`src/tpcs_pkg.sv`:
```
`timescale 1ns / 1ps
package tpcs_pkg;

   localparam int CSR_W          = 11;
   localparam int COLOR_W        = 24;
   localparam int CHAN_W         = 8;
   localparam int NUM_CHAN       = 3;
   localparam int INDEX_W        = 20;
   localparam int DEF_MAX_DIM    = 1024;
   localparam int DEF_COORD_BITS = 12;

   // Register indexes on the configuration port.
   localparam logic REG_SCREEN_WIDTH  = 1'b0;
   localparam logic REG_SCREEN_HEIGHT = 1'b1;

   localparam logic [CSR_W-1:0] SCREEN_WIDTH_RESET  = CSR_W'(256);
   localparam logic [CSR_W-1:0] SCREEN_HEIGHT_RESET = CSR_W'(240);

endpackage

```
`src/tpcs_divider.sv`:
```
`timescale 1ns / 1ps
// Restoring divider, one quotient bit per stage for every color channel.
// The quotient is known to fit in CHAN_W bits, so the stages start at the
// shift CHAN_W-1.
module tpcs_divider import tpcs_pkg::*; #(
   parameter int AW = 26,
   parameter int NW = 35
) (
   input  logic                               clock,
   input  logic                               reset,
   input  logic                               valid_in,
   input  logic [AW-1:0]                      area_in,
   input  logic [NUM_CHAN-1:0][NW-1:0]        num_in,
   output logic                               valid_out,
   output logic [NUM_CHAN-1:0][CHAN_W-1:0]    quot_out
);

   logic [CHAN_W-1:0]                         valid_ff;
   logic [CHAN_W-1:0][AW-1:0]                 area_ff;
   logic [CHAN_W-1:0][NUM_CHAN-1:0][NW-1:0]   rem_ff;
   logic [CHAN_W-1:0][NUM_CHAN-1:0][CHAN_W-1:0] quot_ff;

   for (genvar g = 0; g < CHAN_W; g++) begin : g_stage
      logic                              vld_src;
      logic [AW-1:0]                     area_src;
      logic [NUM_CHAN-1:0][NW-1:0]       rem_src;
      logic [NUM_CHAN-1:0][CHAN_W-1:0]   quot_src;
      logic [NW-1:0]                     divisor;
      logic [NUM_CHAN-1:0][NW-1:0]       rem_in;
      logic [NUM_CHAN-1:0][CHAN_W-1:0]   quot_in;

      if (g == 0) begin : g_first
         assign vld_src  = valid_in;
         assign area_src = area_in;
         assign rem_src  = num_in;
         assign quot_src = '0;
      end else begin : g_next
         assign vld_src  = valid_ff[g-1];
         assign area_src = area_ff[g-1];
         assign rem_src  = rem_ff[g-1];
         assign quot_src = quot_ff[g-1];
      end

      assign divisor = NW'(area_src) << (CHAN_W - 1 - g);

      always_comb begin
         for (int c = 0; c < NUM_CHAN; c++) begin
            if (rem_src[c] >= divisor) begin
               rem_in[c]  = rem_src[c] - divisor;
               quot_in[c] = {quot_src[c][CHAN_W-2:0], 1'b1};
            end else begin
               rem_in[c]  = rem_src[c];
               quot_in[c] = {quot_src[c][CHAN_W-2:0], 1'b0};
            end
         end
      end

      always_ff @(posedge clock) begin
         if (reset) begin
            valid_ff[g] <= 1'b0;
         end else begin
            valid_ff[g] <= vld_src;
         end
         area_ff[g] <= area_src;
         rem_ff[g]  <= rem_in;
         quot_ff[g] <= quot_in;
      end
   end

   assign valid_out = valid_ff[CHAN_W-1];
   assign quot_out  = quot_ff[CHAN_W-1];

   a_valid_delay: assert property (@(posedge clock) disable iff (reset)
      valid_in |-> ##CHAN_W valid_out)
      else $error("divider valid bit lost");

   a_valid_known: assert property (@(posedge clock) disable iff (reset)
      !$isunknown(valid_out))
      else $error("divider valid bit unknown");

   // When the quotient fits, quotient times divisor plus remainder gives back
   // the numerator.
   a_exact_quotient: assert property (@(posedge clock) disable iff (reset)
      valid_in && (num_in[0] < (NW'(area_in) << CHAN_W)) |-> ##CHAN_W
         ((NW'(quot_out[0]) * NW'(area_ff[CHAN_W-1]) + rem_ff[CHAN_W-1][0]) ==
          $past(num_in[0], CHAN_W)))
      else $error("divider quotient inexact");

endmodule

```
`config.mk`:
```
export PLATFORM = sky130hd
export DESIGN_NAME = tpcs_divider
export DESIGN_NICKNAME = d
export VERILOG_FILES = /design/src/tpcs_pkg.sv /design/src/tpcs_divider.sv
export SDC_FILE = /design/constraint.sdc
export NUM_CORES = 2
export LEC_CHECK = 0
export BUFFER_PORTS_ARGS = -buffer_cell sky130_fd_sc_hd__clkbuf_2
export CAP_MARGIN = 5
export CORE_MARGIN = 2
export CORE_UTILIZATION = 45
export CTS_CLUSTER_SIZE = 28
export DETAILED_ROUTE_END_ITERATION = 6
export GPL_ROUTABILITY_DRIVEN = 1
export GPL_TIMING_DRIVEN = 0
export HOLD_SLACK_MARGIN = 0.12
export SLEW_MARGIN = 0
export SYNTH_ARGS = -nofsm -noshare
export SYNTH_HDL_FRONTEND = slang
export SYNTH_SLANG_ARGS = --single-unit
```
`constraint.sdc`:
```
create_clock -name clock -period 5.6 [get_ports clock]
set_clock_uncertainty 0.1 [all_clocks]
set_input_delay 0.84 -clock clock [delete_from_list [all_inputs] [get_ports clock]]
set_output_delay 0.84 -clock clock [all_outputs]
set_load 0.02 [all_outputs]
```
==> impl.org <==
** Routing
- The first TritonRoute pass finished after 6 iterations.
- Residual DRC :: 0
- The detail route stage leaves a number of antenna-violating nets equal to 0.
- In the routed layout, each cell is associated on average with a via count of 5.56.
- The first routing iteration left 2909 violations.
- Number of vias in the routed layout :: 50100
- After detailed routing, the average wire length per cell comes to roughly 22 um.
- Detailed-route wire length :: 194000 um

** Floorplanning
- The core region is 0.132 mm2.
- The floorplan has 133 rows.
- The die is 369 um tall.
- During I/O placement, the number of pins put on the boundary was roughly 160.
- Starting utilization of the core area :: 45.5%
- The floorplan step set the die width to 369 um.
- The die covers between 0.1 and 0.15 mm2.

** Clock network
- Number of gates resized after CTS :: 0
- Number of clock buffers inserted by TritonCTS :: 112
- Number of buffers between clock root and the deepest sink :: 3
- After clock tree synthesis, the clock-pin slew on the worst setup and hold paths is 60 ps.
- Later-pin clock latency in the skew report :: 730 ps
- The cell sitting at the root of the clock tree is a sky130_fd_sc_hd__clkbuf_16.
- The H-tree was split into 3 levels.
- CTS tree :: done
- Count of clock tree sinks :: 1033

** Placement
- At the end of routability-driven placement, the weighted congestion stood at 0.968.
- The count of buffers added on input and output ports is 158.
- After legalization and detailed placement, the total HPWL measured 162000 um.

** Global route
- GR Util All Layers :: ~28%
- Antenna violations before repair :: 1
- GRT overflow :: 0
- Maximum number of pins on one net before global-route repair :: 16
- The first global-routing pass estimated 289000 um of wire.
- Via count of the first global-routing pass :: 48300

** Synthesis
- Synthesis handed over a netlist of 6854 instances.
- In this run, synthesis inferred 0 flip-flops with an integrated enable.
- The synthesized design contains 1033 register bits.
- After synthesis, the largest family of logic cells by area is compound AO/OA/AOI/OAI gates.
- Sequential-to-total area share from yosys stat :: 34.5%
- The synthesized netlist contains ~120 unique library cells.
- Each instance of the synthesized netlist takes up on average 8.75 um2.
- The mapped netlist covers 0.0600 mm2.
- Of the total synthesized cell area, the portion taken by XOR and XNOR cells is between 7 and 8%.
- Number of synthesis warnings :: 0
- The portion of synthesized area spent on multiplexers is 3.19%.
- Top cells by area, synth :: sky130_fd_sc_hd__dfxtp_1, sky130_fd_sc_hd__ha_1, sky130_fd_sc_hd__a21oi_1, sky130_fd_sc_hd__xnor2_1, sky130_fd_sc_hd__o21ai_0
- Cell taking the most area after synthesis :: sky130_fd_sc_hd__dfxtp_1
- Of the total synthesized cell area, the portion taken by AND, OR, NAND and NOR gates is 15.3%.
- Post-synth top flop :: sky130_fd_sc_hd__dfxtp_1
- Share of synthesized registers carrying an async set or reset :: 0%
- Synth Area in Compound Gates :: 21.7%
- Synth Net Count :: 7633
- Of the total synthesized cell area, the portion taken by full adders, half adders and majority gates is 13.7%.
- Share of the synthesized area in the top cell type :: between 30% and 40%

** Power
- Combinational logic burns 50.7% of the power.
- The internal power of the cells totals roughly 23 mW.
- Proportion of total power due to net switching :: 41.0%
- In this run, the clock network consumes 19.0% of the power.
- Switching power :: ~16 mW
- Power density normalized to cell area :: approximately 590 mW/mm2
- Maximum resistive drop on vdd :: about 0.29 mV
- The share of total power dissipated in sequential elements is 30.3%.
- Static leakage power :: 29.5 nW

** Finish
- Summing all multi-input logic gate instances after layout gives 0.0371 mm2.
- Fin nets :: 7933
- Commonest cells after routing, fill and taps aside :: sky130_fd_sc_hd__dfxtp_1, sky130_fd_sc_hd__a21oi_1, sky130_fd_sc_hd__ha_1, sky130_fd_sc_hd__nor2_1, sky130_fd_sc_hd__nand2_1
- Compared with the post-synthesis result, the final layout area differs by 11.9%.
- Of the cells placed in the final design, the portion with a size suffix greater than 1 is a little under a tenth.
- The library cell used most frequently in the layout, excluding fill and tap cells, is sky130_fd_sc_hd__dfxtp_1.
- Fill cells :: about 13000
- Storage element area :: just over 0.02 mm2

** Worst setup path
- Crit path from :: area_in[2]
- Setup slack on the worst flop-to-flop path :: around 1400 ps
- The worst setup path is launched from a primary input.
- By startpoint and endpoint, the worst setup path is classified as primary input to flip-flop.
- STA classifies the critical path endpoint as a flip-flop.
- The worst register-to-register path begins at g_stage[4].area_src[0].
- STA puts the critical path data required time at 6040 ps.
- Of all nets on the critical path, the largest fanout is 10.
- Critical path data arrival time :: 4820 ps

** STA
- The tightest hold path in the finished design has a slack of between 150 and 200 ps.
- Setup violations remaining at the end of the flow were counted as 0.
- The number of hold violations in the final report was 0.
- Worst-case headroom to the max-slew limit :: 47.8%
- Summed over all failing endpoints, the final setup total negative slack is 0 ps.
- Based on the critical path, the design can be clocked at up to 228 MHz.
- Pins Over Slew Limit :: 0
- At the pin with the least slew margin, the transition time is 776 ps.
- The routed design could run at a clock period as short as between 4000 and 5000 ps.
- RSZ-0062 raised after global routing :: no
- In the finished design, the share of the clock period the worst path needs comes to 78.2%.

** Hold path
- The worst hold path begins at area_in[13].
- Hold crit path type :: primary input to flip-flop

** Status
- Result of the run :: finished, final reports clean

** Job
- Max-cap violations in this run came to 0.
-- cells by family after synthesis --
group           count (synthesis)
flops                        1033
xor+xnor                      540
compound gates               2050
simple gates                 1857
buf+inv                       563
mux                           166
fa+ha+maj                     645
-- critical path: stages --
cell and delay, ps:
sky130_fd_sc_hd__dlygate4sd3_1 520, sky130_fd_sc_hd__clkbuf_2 140, sky130_fd_sc_hd__inv_1 200, sky130_fd_sc_hd__ha_1 420, sky130_fd_sc_hd__nor2b_1 140, sky130_fd_sc_hd__o21ai_0 110
sky130_fd_sc_hd__a21oi_1 240, sky130_fd_sc_hd__o21ai_0 210, sky130_fd_sc_hd__o31a_1 390, sky130_fd_sc_hd__o21ai_1 390, sky130_fd_sc_hd__clkbuf_1 520, sky130_fd_sc_hd__buf_1 480
sky130_fd_sc_hd__a21oi_1 220
-- path summary, 6_finish.rpt --
path,to,depth (start not counted)
hold / removal,g_stage[1].area_src[13],1
setup reg to reg,g_stage[5].rem_src[73],12
hold reg to reg,g_stage[5].quot_src[18],0
setup / recovery,g_stage[1].rem_src[25],13
-- per-stage QoR --
step,cells,instance area [um2],util (%),setup WS (ps),total power [mW]
finish,9006,67100,50.9,1220,39.6
global placement,8767,63000,47.7,990,31.6
CTS,9005,67100,50.9,1360,39.5
detailed placement,8767,63000,47.7,934,31.7
global route,9005,67100,50.9,1030,42.6
floorplan,6854,60000,-,2190,26.8
-- Yosys cell counts (all sizes together), types with 132 or more instances --
cell	n
dfxtp	1033
nand2	477
inv	386
nor2	518
o21ai	475
a21o	271
ha	624
xnor2	308
nand3	132
xor2	232
mux2	152
a21oi	670
-- flip-flops by register name (all words and copies together), names as in the netlist --
| name | count |
|---|---|
| g_stage.area_src | 182 |
| g_stage.quot_src | 84 |
| g_stage.rem_src | 735 |
| g_stage.vld_src | 7 |
| quot_out | 24 |
| valid_out | 1 |
-- layer usage --
metal	vias up	routed length [um]	part of all wire [%]	GRT usage, %
li1	25300	-	-	-
met1	22800	82200	42	34.0
met2	1566	86800	45	45.5
met3	396	8570	4.4	2.38
met4	0	16600	8.5	21.1
met5	-	0	0	0
-- area by class of cell --
| class | instances | share of cell area [%] |
|---|---|---|
| Multi-Input combinational cell | 5258 | 55.3 |
| Sequential cell | 1033 | 30.8 |
| Clock buffer | 149 | 4.79 |
| Tap cell | 1755 | 3.27 |
| Inverter | 386 | 2.16 |
| Timing Repair Buffer | 186 | 1.60 |
| Buffer | 177 | 1.16 |
| Clock inverter | 61 | 0.966 |
| Antenna cell | 1 | 0.00373 |
-- power groups by stage --
stage	Sequential (mW)	Combinational, mW	Clock, mW
final	12.0	20.1	7.53
after global routing	12.2	22.3	8.00
after CTS	12.0	19.8	7.72
after detailed placement	12.1	19.6	0
after global placement	12.1	19.5	0
after floorplan	11.2	15.6	0
-- what timing repair did --
item,4_1_cts,5_1_grt
hold buffers,28,0
setup endpoints to repair,0,0
buffers inserted,0,0
hold endpoints to repair,28,0
Power figures use the tool's default switching activity.
